===== src/lzd_pkg.sv =====
`timescale 1ns / 1ps
`default_nettype none

package lzd_pkg;

	// Field widths of a token and of an output byte
	localparam int OFFSET_W = 7;
	localparam int LENGTH_W = 6;
	localparam int BYTE_W   = 8;

	// History ring: one slot per distance that an offset can reach
	localparam int HIST_DEPTH = 128;
	localparam int HIST_AW    = $clog2(HIST_DEPTH);

	// Controller states
	typedef enum logic [1:0] {
		ST_IDLE,
		ST_READ,
		ST_COPY,
		ST_LIT
	} lzd_state_t;

	// Commands from controller to datapath
	typedef struct packed {
		logic load;       // latch the token on the input transfer
		logic rd_en;      // read the history slot at the copy pointer
		logic push_copy;  // emit the copied byte and store it
		logic push_lit;   // emit the literal and store it
	} lzd_cmd_t;

	// Status from datapath to controller
	typedef struct packed {
		logic tok_copy;   // incoming token has a copy to make
		logic tok_lit;    // incoming token has a literal
		logic has_lit;    // latched token has a literal
		logic last_copy;  // one copy byte left
		logic out_free;   // output register can take a byte this cycle
	} lzd_sts_t;

endpackage

`default_nettype wire


===== src/lzd_ram.sv =====
`timescale 1ns / 1ps
`default_nettype none

module lzd_ram #(
	parameter int WIDTH = 8,
	parameter int DEPTH = 128
) (
	input  wire logic                     clk,
	input  wire logic                     we,
	input  wire logic [$clog2(DEPTH)-1:0] waddr,
	input  wire logic [WIDTH-1:0]         wdata,
	input  wire logic                     re,
	input  wire logic [$clog2(DEPTH)-1:0] raddr,
	output logic      [WIDTH-1:0]         rdata
);

	logic [WIDTH-1:0] mem_q [DEPTH];
	logic [WIDTH-1:0] rdata_q;

	// Write one word, register the read word
	always_ff @(posedge clk) begin
		if (we) begin
			mem_q[waddr] <= wdata;
		end
		if (re) begin
			rdata_q <= mem_q[raddr];
		end
	end

	assign rdata = rdata_q;

endmodule

`default_nettype wire


===== src/lzd_ctrl.sv =====
`timescale 1ns / 1ps
`default_nettype none

module lzd_ctrl (
	input  wire logic              clk,
	input  wire logic              arst_n,
	input  wire logic              token_valid,
	input  wire lzd_pkg::lzd_sts_t sts,
	output lzd_pkg::lzd_cmd_t      cmd,
	output logic                   busy
);

	lzd_pkg::lzd_state_t state_q;
	lzd_pkg::lzd_state_t state_d;

	// State register
	always_ff @(posedge clk or negedge arst_n) begin
		if (!arst_n) begin
			state_q <= lzd_pkg::ST_IDLE;
		end else begin
			state_q <= state_d;
		end
	end

	// Next state and commands
	always_comb begin
		state_d = state_q;
		cmd     = '0;
		busy    = 1'b1;
		unique case (state_q)
			lzd_pkg::ST_IDLE: begin
				busy = 1'b0;
				if (token_valid) begin
					cmd.load = 1'b1;
					if (sts.tok_copy) begin
						state_d = lzd_pkg::ST_READ;
					end else if (sts.tok_lit) begin
						state_d = lzd_pkg::ST_LIT;
					end
				end
			end
			lzd_pkg::ST_READ: begin
				cmd.rd_en = 1'b1;
				state_d   = lzd_pkg::ST_COPY;
			end
			lzd_pkg::ST_COPY: begin
				if (sts.out_free) begin
					cmd.push_copy = 1'b1;
					if (!sts.last_copy) begin
						state_d = lzd_pkg::ST_READ;
					end else if (sts.has_lit) begin
						state_d = lzd_pkg::ST_LIT;
					end else begin
						state_d = lzd_pkg::ST_IDLE;
					end
				end
			end
			lzd_pkg::ST_LIT: begin
				if (sts.out_free) begin
					cmd.push_lit = 1'b1;
					state_d      = lzd_pkg::ST_IDLE;
				end
			end
			default: begin
				state_d = lzd_pkg::ST_IDLE;
			end
		endcase
	end

endmodule

`default_nettype wire


===== src/lzd_datapath.sv =====
`timescale 1ns / 1ps
`default_nettype none

module lzd_datapath (
	input  wire logic                            clk,
	input  wire logic                            arst_n,
	input  wire logic [lzd_pkg::OFFSET_W-1:0]    match_offset,
	input  wire logic [lzd_pkg::LENGTH_W-1:0]    match_length,
	input  wire logic [lzd_pkg::BYTE_W-1:0]      literal_byte,
	input  wire lzd_pkg::lzd_cmd_t               cmd,
	output lzd_pkg::lzd_sts_t                    sts,
	output logic                                 result_valid,
	input  wire logic                            result_stall,
	output logic      [lzd_pkg::BYTE_W-1:0]      out_byte,
	output logic                                 token_end
);

	logic [lzd_pkg::HIST_AW-1:0]    wp_q;
	logic [lzd_pkg::HIST_AW-1:0]    rd_q;
	logic [lzd_pkg::LENGTH_W-1:0]   cnt_q;
	logic [lzd_pkg::BYTE_W-1:0]     lit_q;
	logic [lzd_pkg::HIST_DEPTH-1:0] written_q;
	logic                           rvld_q;
	logic                           out_valid_q;
	logic [lzd_pkg::BYTE_W-1:0]     out_byte_q;
	logic                           token_end_q;
	logic [lzd_pkg::BYTE_W-1:0]     ram_rdata;
	logic [lzd_pkg::BYTE_W-1:0]     copy_byte;
	logic                           push;
	logic [lzd_pkg::BYTE_W-1:0]     wr_byte;

	// A slot never written since reset reads as zero
	assign copy_byte = rvld_q ? ram_rdata : '0;
	assign push      = cmd.push_copy | cmd.push_lit;
	assign wr_byte   = cmd.push_lit ? lit_q : copy_byte;

	// Status for the controller
	always_comb begin
		sts.tok_copy  = (match_offset != '0) && (match_length != '0);
		sts.tok_lit   = (literal_byte != '0);
		sts.has_lit   = (lit_q != '0);
		sts.last_copy = (cnt_q == lzd_pkg::LENGTH_W'(1));
		sts.out_free  = !out_valid_q || !result_stall;
	end

	// Latch the token, advance the pointers as bytes go out
	always_ff @(posedge clk or negedge arst_n) begin
		if (!arst_n) begin
			wp_q <= '0;
		end else if (push) begin
			wp_q <= wp_q + lzd_pkg::HIST_AW'(1);
		end
	end

	always_ff @(posedge clk) begin
		if (cmd.load) begin
			rd_q  <= wp_q - lzd_pkg::HIST_AW'(match_offset);
			cnt_q <= match_length;
			lit_q <= literal_byte;
		end else if (cmd.push_copy) begin
			rd_q  <= rd_q + lzd_pkg::HIST_AW'(1);
			cnt_q <= cnt_q - lzd_pkg::LENGTH_W'(1);
		end
	end

	// Mark each history slot once it has been written
	always_ff @(posedge clk or negedge arst_n) begin
		if (!arst_n) begin
			written_q <= '0;
			rvld_q    <= 1'b0;
		end else begin
			if (push) begin
				written_q[wp_q] <= 1'b1;
			end
			if (cmd.rd_en) begin
				rvld_q <= written_q[rd_q];
			end
		end
	end

	lzd_ram #(
		.WIDTH(lzd_pkg::BYTE_W),
		.DEPTH(lzd_pkg::HIST_DEPTH)
	) u_hist (
		.clk  (clk),
		.we   (push),
		.waddr(wp_q),
		.wdata(wr_byte),
		.re   (cmd.rd_en),
		.raddr(rd_q),
		.rdata(ram_rdata)
	);

	// Output register: load on push, drop after the transfer
	always_ff @(posedge clk or negedge arst_n) begin
		if (!arst_n) begin
			out_valid_q <= 1'b0;
		end else if (push) begin
			out_valid_q <= 1'b1;
		end else if (!result_stall) begin
			out_valid_q <= 1'b0;
		end
	end

	always_ff @(posedge clk) begin
		if (push) begin
			out_byte_q  <= wr_byte;
			token_end_q <= cmd.push_lit | (sts.last_copy & ~sts.has_lit);
		end
	end

	assign result_valid = out_valid_q;
	assign out_byte     = out_byte_q;
	assign token_end    = token_end_q;

endmodule

`default_nettype wire


===== src/lz77_token_decoder.sv =====
// A copied byte passes the history RAM read in ST_READ, then is pushed in ST_COPY into the
// output register; a literal with no copy is pushed in ST_LIT straight into that register.
// The input stays stalled until the controller is back in ST_IDLE, and a push waits while
// the output register is full; each copied byte is a history RAM read then a write.
// Reset clears the controller, write pointer, output register and the
// per-slot written flags, so every history slot reads as zero until written.
`timescale 1ns / 1ps
`default_nettype none

module lz77_token_decoder (
	input  wire logic                         clk,
	input  wire logic                         arst_n,
	input  wire logic                         token_valid,
	output logic                              token_stall,
	input  wire logic [lzd_pkg::OFFSET_W-1:0] match_offset,
	input  wire logic [lzd_pkg::LENGTH_W-1:0] match_length,
	input  wire logic [lzd_pkg::BYTE_W-1:0]   literal_byte,
	output logic                              result_valid,
	input  wire logic                         result_stall,
	output logic      [lzd_pkg::BYTE_W-1:0]   out_byte,
	output logic                              token_end
);

	lzd_pkg::lzd_cmd_t cmd;
	lzd_pkg::lzd_sts_t sts;
	logic              busy;

	assign token_stall = busy;

	lzd_ctrl u_ctrl (
		.clk        (clk),
		.arst_n     (arst_n),
		.token_valid(token_valid),
		.sts        (sts),
		.cmd        (cmd),
		.busy       (busy)
	);

	lzd_datapath u_dp (
		.clk         (clk),
		.arst_n      (arst_n),
		.match_offset(match_offset),
		.match_length(match_length),
		.literal_byte(literal_byte),
		.cmd         (cmd),
		.sts         (sts),
		.result_valid(result_valid),
		.result_stall(result_stall),
		.out_byte    (out_byte),
		.token_end   (token_end)
	);

	// At most one command a cycle
	a_cmd_onehot: assert property (@(posedge clk) disable iff (!arst_n)
		$onehot0({cmd.load, cmd.rd_en, cmd.push_copy, cmd.push_lit}))
		else $error("more than one datapath command at once");

	// A byte is pushed only when the output register has room
	a_push_room: assert property (@(posedge clk) disable iff (!arst_n)
		(cmd.push_copy || cmd.push_lit) |-> sts.out_free)
		else $error("byte pushed into a full output register");

	// A pushed byte is offered in the next cycle
	a_push_shows: assert property (@(posedge clk) disable iff (!arst_n)
		(cmd.push_copy || cmd.push_lit) |=> result_valid)
		else $error("pushed byte not offered");

	// A token with a literal keeps the input stalled while it is worked off
	a_lit_busy: assert property (@(posedge clk) disable iff (!arst_n)
		(token_valid && !token_stall && literal_byte != '0) |=> token_stall)
		else $error("input free while a literal is pending");

endmodule

`default_nettype wire


===== config.mk =====
export PLATFORM = sky130hd
export DESIGN_NAME = lz77_token_decoder
export DESIGN_NICKNAME = d
export VERILOG_FILES = /design/src/lzd_pkg.sv /design/src/lzd_ram.sv /design/src/lzd_ctrl.sv /design/src/lzd_datapath.sv /design/src/lz77_token_decoder.sv
export SDC_FILE = /design/constraint.sdc
export NUM_CORES = 1
export LEC_CHECK = 0
export BUFFER_PORTS_ARGS = -buffer_cell sky130_fd_sc_hd__buf_2
export CORE_MARGIN = 2
export CORE_UTILIZATION = 55
export CTS_BUF_LIST = sky130_fd_sc_hd__clkbuf_8
export DETAILED_ROUTE_END_ITERATION = 10
export HOLD_SLACK_MARGIN = 0.15
export PLACE_DENSITY = 0.71
export RECOVER_POWER = 50
export SYNTH_ARGS = -nofsm -noshare
export SYNTH_HDL_FRONTEND = slang
export SYNTH_SLANG_ARGS = --single-unit

===== constraint.sdc =====
create_clock -name clk -period 19.4 [get_ports clk]
set_input_delay 0.97 -clock clk [delete_from_list [all_inputs] [get_ports clk]]
set_output_delay 0.97 -clock clk [all_outputs]
set_load 0.02 [all_outputs]

; ---- After elaboration in Yosys (flattened, before gate mapping)
; Memories as Yosys holds them, arrays and structs flattened. A register that Yosys moved wholly into a read port is not among the register bits.
; Cells that the tools add are included.
[op_classes]
reduce_logical = 12
eq_ne = 9
n_addsub = 4
n_mux = 29
magnitude_cmp = 3
bitwise = 5
[op_table]
columns = operator, n
row1 = OR 128 bit, 1
row2 = "< comparator 7 x 8 -> 1 bit, second input constant", 2
row3 = two-way mux 8 bit, 2
row4 = nonzero test 8 bit, 2
row5 = "adder 7 x 1 -> 7 bit, second input constant", 2
row6 = two-way mux 2 bit, 7
row7 = two-way mux 7 bit, 2
row8 = two-way mux 1 bit, 13
row9 = two-way mux 6 bit, 2
row10 = one-hot mux 2 bit (4 select lines), 1
row11 = binary-select mux 1 bit (select 7 bit), 1
row12 = demux 1 bit (select 7 bit), 1
row13 = ">= comparator 7 x 1 -> 1 bit, second input constant", 1
row14 = nonzero test 7 bit, 1
row15 = subtractor 7 bit, 1
row16 = "equality test 6 x 1 -> 1 bit, second input constant", 1
row17 = "inequality test 2 bit, second input constant", 3
row18 = nonzero test 6 bit, 1
row19 = "subtractor 6 x 1 -> 6 bit, second input constant", 1
row20 = "equality test 2 bit, second input constant", 2
row21 = AND reduction 4 bit, 1
row22 = "inequality test 3 bit, second input constant", 1
row23 = "equality test 2 x 1 -> 1 bit, second input constant", 1
row24 = logical AND 1 bit, 2
row25 = 8 further kinds, 10
[totals]
regBits = 169
n_memories = 1
mem_bits_rw = 1024
output_inout_bits = 11
wordCells = 73
input_bits = 25
[mem_list]
columns = name, words, width, rd, rd_ports_with_merged_regs, wr, line_no
row1 = u_dp.u_hist.mem_q, 128, 8, 1, 1, 1, lzd_ram.sv:17  ; logic [WIDTH-1:0] mem_q [DEPTH];

; ---- Logic depth before layout (Yosys ltp)
[depth]
ltp_word = 7
ltp_mapped = 13
mapped_depth_nobuf = 10

; ---- Hierarchy
; Synthesis repeated with hierarchy kept, for this count alone.
[hier_totals]
cells_unflattened = 2257
hier_area_um2 = 47525.6
[modules_own_cells]
columns = mod, cells_each, instances, area_each_um2, seq_area_each_um2
row1 = lzd_ram, 1635, 1, 39745.6, 30989.7
row2 = lzd_datapath, 604, 1, 7642.3, 4329.2
row3 = lzd_ctrl, 18, 1, 137.6, 50.0

; ---- Worst setup path after synthesis
; OpenSTA, ideal clock, no wires.
[synth_timing]
path_kind = input-to-reg
from = input result_stall
to = register u_dp.out_byte_q, in the netlist u_dp.out_byte[3], data pin
t_arrival_ps = 6617
path_buffers = 2
setup_slack_ps = 11578
required_time_ps = 18196
setup_time_ps = 1204
cell_stages = 5
path_cell_list = nand2_1 -> and3_1 -> clkbuf_1 -> clkbuf_1 -> o21ai_0
[synth_via]
elab_chain_len = 5
[synth_lines]
columns = item, line_no
row1 = "start, declared", lz77_token_decoder.sv:19  ; input wire logic result_stall,
row2 = logical NOT 1 bit, lzd_datapath.sv:43  ; sts.out_free = !out_valid_q || !result_stall;
row3 = logical OR 1 bit, lzd_datapath.sv:43
row4 = two-way mux 1 bit, lzd_ctrl.sv:59  ; if (sts.out_free) begin
row5 = two-way mux 1 bit, lzd_ctrl.sv:30  ; unique case (state_q)
row6 = two-way mux 8 bit, lzd_datapath.sv:35  ; assign wr_byte = cmd.push_lit ? lit_q : copy_byte;
row7 = named net u_dp.u_hist.wdata[3], lzd_ram.sv:11  ; input wire logic [WIDTH-1:0] wdata,
row8 = "end signal, assigned", lzd_datapath.sv:107  ; out_byte_q <= wr_byte;
row9 = "end, declared", lzd_datapath.sv:25  ; logic [lzd_pkg::BYTE_W-1:0] out_byte_q;
; The timed path passes the listed nets, and every way through them passes these cells.
; A chain may end at the register's enable or synchronous reset.

==> results.md <==
Logic synthesis:
- The sequential share of the synthesized area is 0.7459.
- The mapped cell area is 47420 µm².
- The synthesized netlist cell count is 2474.
- The number of distinct standard cells referenced by the synthesized netlist is 58.
- A synthesized cell averages 19.17 µm².
- Among all flip-flop cells after synthesis, the most frequent one is edfxtp_1.
- For this run, the number of Yosys warnings is 0.
- Synthesis inferred 1201 register bits.
- The count of flip-flops with a built-in enable after synthesis is 1062.
- The total nets after synthesis is 2510.
- The share of synthesized registers carrying an async set or reset is 0.1157.

GRT:
- The total congestion overflow is 0.
- The number of antenna violations at the first check in global routing is 2.
- The via count of the first global-routing pass came to 25254.
- The global routing met1 resource utilization is 0.3907.
- met2 is the most crowded layer.
- Entering global routing, the biggest net connects 132 pins.
- The met2 layer usage reported by global route is 0.4152.
- The total global routing track utilization is 0.2719.
- The met3 capacity usage during global routing is 0.06193.
- The first global-routing pass estimated 173800 µm of wire.

Pwr:
- In this run the power density over the cells is 158.9 nW/µm².
- The combinational cell fraction of total power is 0.324.
- Internal power comes to 0.005471 W.
- The analysis attributes to cell leakage a power of 18.25 nW.
- Summed over all nets, the switching power comes to 0.002834 W.
- The clock network fraction of design power is 0.251.
- Overall power consumption after layout is estimated at 0.008305 W.
- The register share of total power is 0.425.
- Of the total power, the share spent switching nets is 0.3412.
- The worst-case IR drop observed on VDD is 0.1460 mV.

Drt:
- The detail route stage leaves a number of antenna-violating nets equal to 0.
- The detailed-router iteration count before antenna repair is 6.
- For this block, the via count after detailed routing is 25187.
- The vias per cell is 6.427.
- The detailed router finished its first iteration with 3654 violations.
- The DRC violations left is 0.
- After detailed routing, the total wire length is 118700 µm.
- After detailed routing, the average wire length per cell comes to 30.30 µm.

Floorplan:
- The die extent in y is 297.6 µm.
- The die outline area is 88570 µm².
- The core region area is 85280 µm².
- The effective utilization at floorplan is 0.5560.
- During I/O placement, the number of pins put on the boundary was 36.
- The overall die width is 297.6 µm.
- The floorplan has 107 rows.

STA:
- Setup violations remaining at the end of the flow were counted as 0.
- At the pin with the least slew margin, the transition time is 8.858 ns.
- On the final layout, the worst clock skew is 0.03028 ns.
- The setup total negative slack is 0 ns.
- Setup repair after global routing left no endpoint under its margin.
- In the finished design, the share of the clock period the worst path needs comes to 0.5235.
- Based on the critical path, the design can be clocked at up to 98.46 MHz.
- The shortest clock period the worst path allows after layout is 10.16 ns.
- The number of hold-slack violations in the final timing report is 0.
- The number of pins exceeding their max-slew limit in the final report is 1006.
- The remaining max-slew budget at the tightest pin is -4.905.

Run status:
- The final reports fail on capacitance limit, slew limit.
- The run finished, with violations left.

Clock network:
- The maximum number of buffers from clock root to sink is 3.
- The deepest level of the CTS H-tree is 4.
- The clock root buffer master is clkbuf_8.
- Clock tree synthesis found a total of 1201 sinks.
- For the worst-skew pair, the clock arrives at the later sink with an insertion delay of 0.84 ns.
- The count of hold-fix buffers inserted at cts is 0.
- In this run, CTS created clock tree buffers numbering 185.
- After clock tree synthesis, the repair step resized 0 gates.
- After clock tree synthesis, the clock-pin slew on the worst setup and hold paths is 0.06 ns.
- The count of buffers added by post-CTS timing repair for setup is 0.
- The clock tree from TritonCTS is yes.

Critical path:
- Along the worst path, the maximum fanout reaches 131.
- The worst setup path is launched from a flip-flop.
- The classification of the worst setup path is reg -> reg.
- The nature of the critical path endpoint is a flip-flop.
- The arrival time at the worst endpoint is 10.68 ns.
- The largest single stage delay on the critical path is 6.14 ns.
- STA puts the critical path data required time at 19.92 ns.
- The critical path goes through clkbuf_1 > buf_4 > mux4_2 > mux2i_1 > a211oi_1 > nor4_1 > o21a_1 > a221oi_1.
- The worst register-to-register path has a setup slack of 9.24 ns.
- The worst-path cell with the longest stage delay is clkbuf_1.

Run:
- The tool flagged a number of max-cap violations equal to 18.

Placement:
- At the end of routability-driven placement, the weighted congestion stood at 0.8813.
- The detailed-placement wirelength estimate is 69830 µm.
- The count of input and output buffers is 35.

Cells and area:
- In the final layout, the share of cells above drive strength 1 is 0.2499.
- The layout overhead on the synthesized area is 10.21%.
- The number of nets in the final layout is 2650.
- The filler cell count is 6024.

Worst hold path:
- The kind of path behind the tightest hold check is in -> reg.
power by group through the flow:
stage,combinational [W],clock [W],sequential (W)
CTS,0.00260,0.00211,0.00347
global route,0.00282,0.00222,0.00354
detailed placement,0.00259,0,0.00352
finish,0.00269,0.00209,0.00353
global placement,0.00254,0,0.00351
floorplan,0.00164,0,0.00365
final cells by class:
cell class	instances	area, µm²	share of cell area
clock inverter	131	769.5	0.01472
antenna	2	5.005	0.00009577
clock buffer	215	2959	0.05662
inverter	17	65.06	0.001245
tap	1144	1431	0.02739
multi-input combinational	1134	11250	0.2153
sequential	1201	35370	0.6768
timing repair buffer	75	410.4	0.007853
per-stage QoR:
| stage | instances | hold WS, ns | utilization | setup slack (ns) | area [µm²] |
|---|---|---|---|---|---|
| after CTS | 3917 | 0.2358 | 0.6148 | 13.93 | 52430 |
| after detailed placement | 3571 | 0.4494 | 0.5710 | 13.97 | 48700 |
| after global placement | 3571 | 0.4446 | 0.5710 | 14.01 | 48700 |
| after global routing | 3918 | 0.3565 | 0.6128 | 8.815 | 52260 |
| after floorplan | 2474 | 0.4337 | - | 11.58 | 47420 |
| final | 3919 | 0.3908 | 0.6128 | 9.244 | 52260 |
cells by family (layout without fill, tap and decap cells):
logic type / after synthesis / in the layout / share of synthesized area
adders and majority gates: 11 / 11 / 0.003061
AOI/OAI and AO/OA: 191 / 191 / 0.02657
xor gates and xnor gates: 21 / 21 / 0.003879
buffers and inverters: 139 / 438 / 0.01776
muxes: 397 / 397 / 0.1505
DFF: 1201 / 1201 / 0.7459
other: 0 / 2 / 0
and+or+nand+nor: 514 / 514 / 0.05227
state kept, by name (all words and copies together) (netlist names), 2 cells and up:
register and flops:
u_ctrl.state_q 2, u_dp.cnt_q 6, u_dp.lit_q 8, u_dp.out_byte 8, u_dp.rd_q 7, u_dp.u_hist.mem_q 1024
u_dp.u_hist.rdata 8, u_dp.wp_q 7, u_dp.written_q 128
synth_stat cells (all sizes together) (5+ instances only):
cell type	number	share of area
o21ai	30	0.0032
ha	10	0.0026
nor4	11	0.0015
and3	5	0.00066
nor2b	15	0.0020
nand3	36	0.0038
a221oi	6	0.0011
xor2	6	0.0011
a211oi	15	0.0024
o22ai	17	0.0022
or2	129	0.017
nor2	174	0.014
dfrtp	139	0.073
nand2	101	0.0080
clkbuf	38	0.0031
and2	9	0.0012
a31oi	5	0.00066
nor3	11	0.0012
edfxtp	1062	0.67
mux4	252	0.12
a22oi	54	0.0085
inv	16	0.0013
xnor2	15	0.0028
mux2i	143	0.030
nand2b	7	0.00092
a22o	6	0.0011
a21oi	40	0.0042
nand4	10	0.0013
buf	84	0.013
critical path: cells and delay by family (launching register included):
| kind | cells | cell delay, ns |
|---|---|---|
| buffers and inverters | 2 | 7.53 |
| flip-flops | 1 | 0.35 |
| AND/OR/NAND/NOR | 1 | 0.87 |
| AO/OA/AOI/OAI | 3 | 0.40 |
| multiplexers | 2 | 0.55 |
cells in the final DEF, fill, tap and decap left out, types with 15 or more instances in the layout:
cell | synthesis | final
o21ai_0 | 28 | 26
o22ai_1 | 17 | 17
buf_4 | 22 | 25
edfxtp_1 | 1062 | 1062
mux2i_1 | 143 | 143
a22oi_1 | 54 | 54
dfrtp_1 | 139 | 139
xnor2_1 | 15 | 15
nand2_1 | 101 | 98
or2_2 | 129 | 129
inv_1 | 15 | 80
a21oi_1 | 40 | 40
clkinv_1 | 1 | 23
clkbuf_1 | 37 | 34
buf_2 | 21 | 15
nand3_1 | 36 | 35
clkbuf_8 | 0 | 215
clkinv_2 | 0 | 23
nor2_1 | 173 | 173
a211oi_1 | 15 | 15
mux4_2 | 250 | 250
worst paths after layout:
kind                                                        to  cells past startpoint                           start
worst max register to register  u_dp.u_hist.rdata[4]$_DFFE_PP_                      8          u_dp.rd_q[1]$_DFFE_PP_
max in group asynchronous       u_dp.written_q[50]$_DFFE_PN0N_                      2                          arst_n
worst min-delay path             u_dp.result_valid$_DFFE_PN0P_                      3                    result_stall
min in group asynchronous       u_dp.written_q[26]$_DFFE_PN0N_                      1                          arst_n
worst min register to register  u_dp.written_q[24]$_DFFE_PN0N_                      1  u_dp.written_q[24]$_DFFE_PN0N_
worst max-delay path            u_dp.u_hist.rdata[4]$_DFFE_PP_                      8          u_dp.rd_q[1]$_DFFE_PP_
per-layer routing:
layer | up-vias | wire [µm]
li1 | 10211 | -
met1 | 13148 | 46020
met2 | 1567 | 55550
met3 | 261 | 12930
met4 | 0 | 4225
met5 | - | 0
Power figures use the tool's default switching activity.
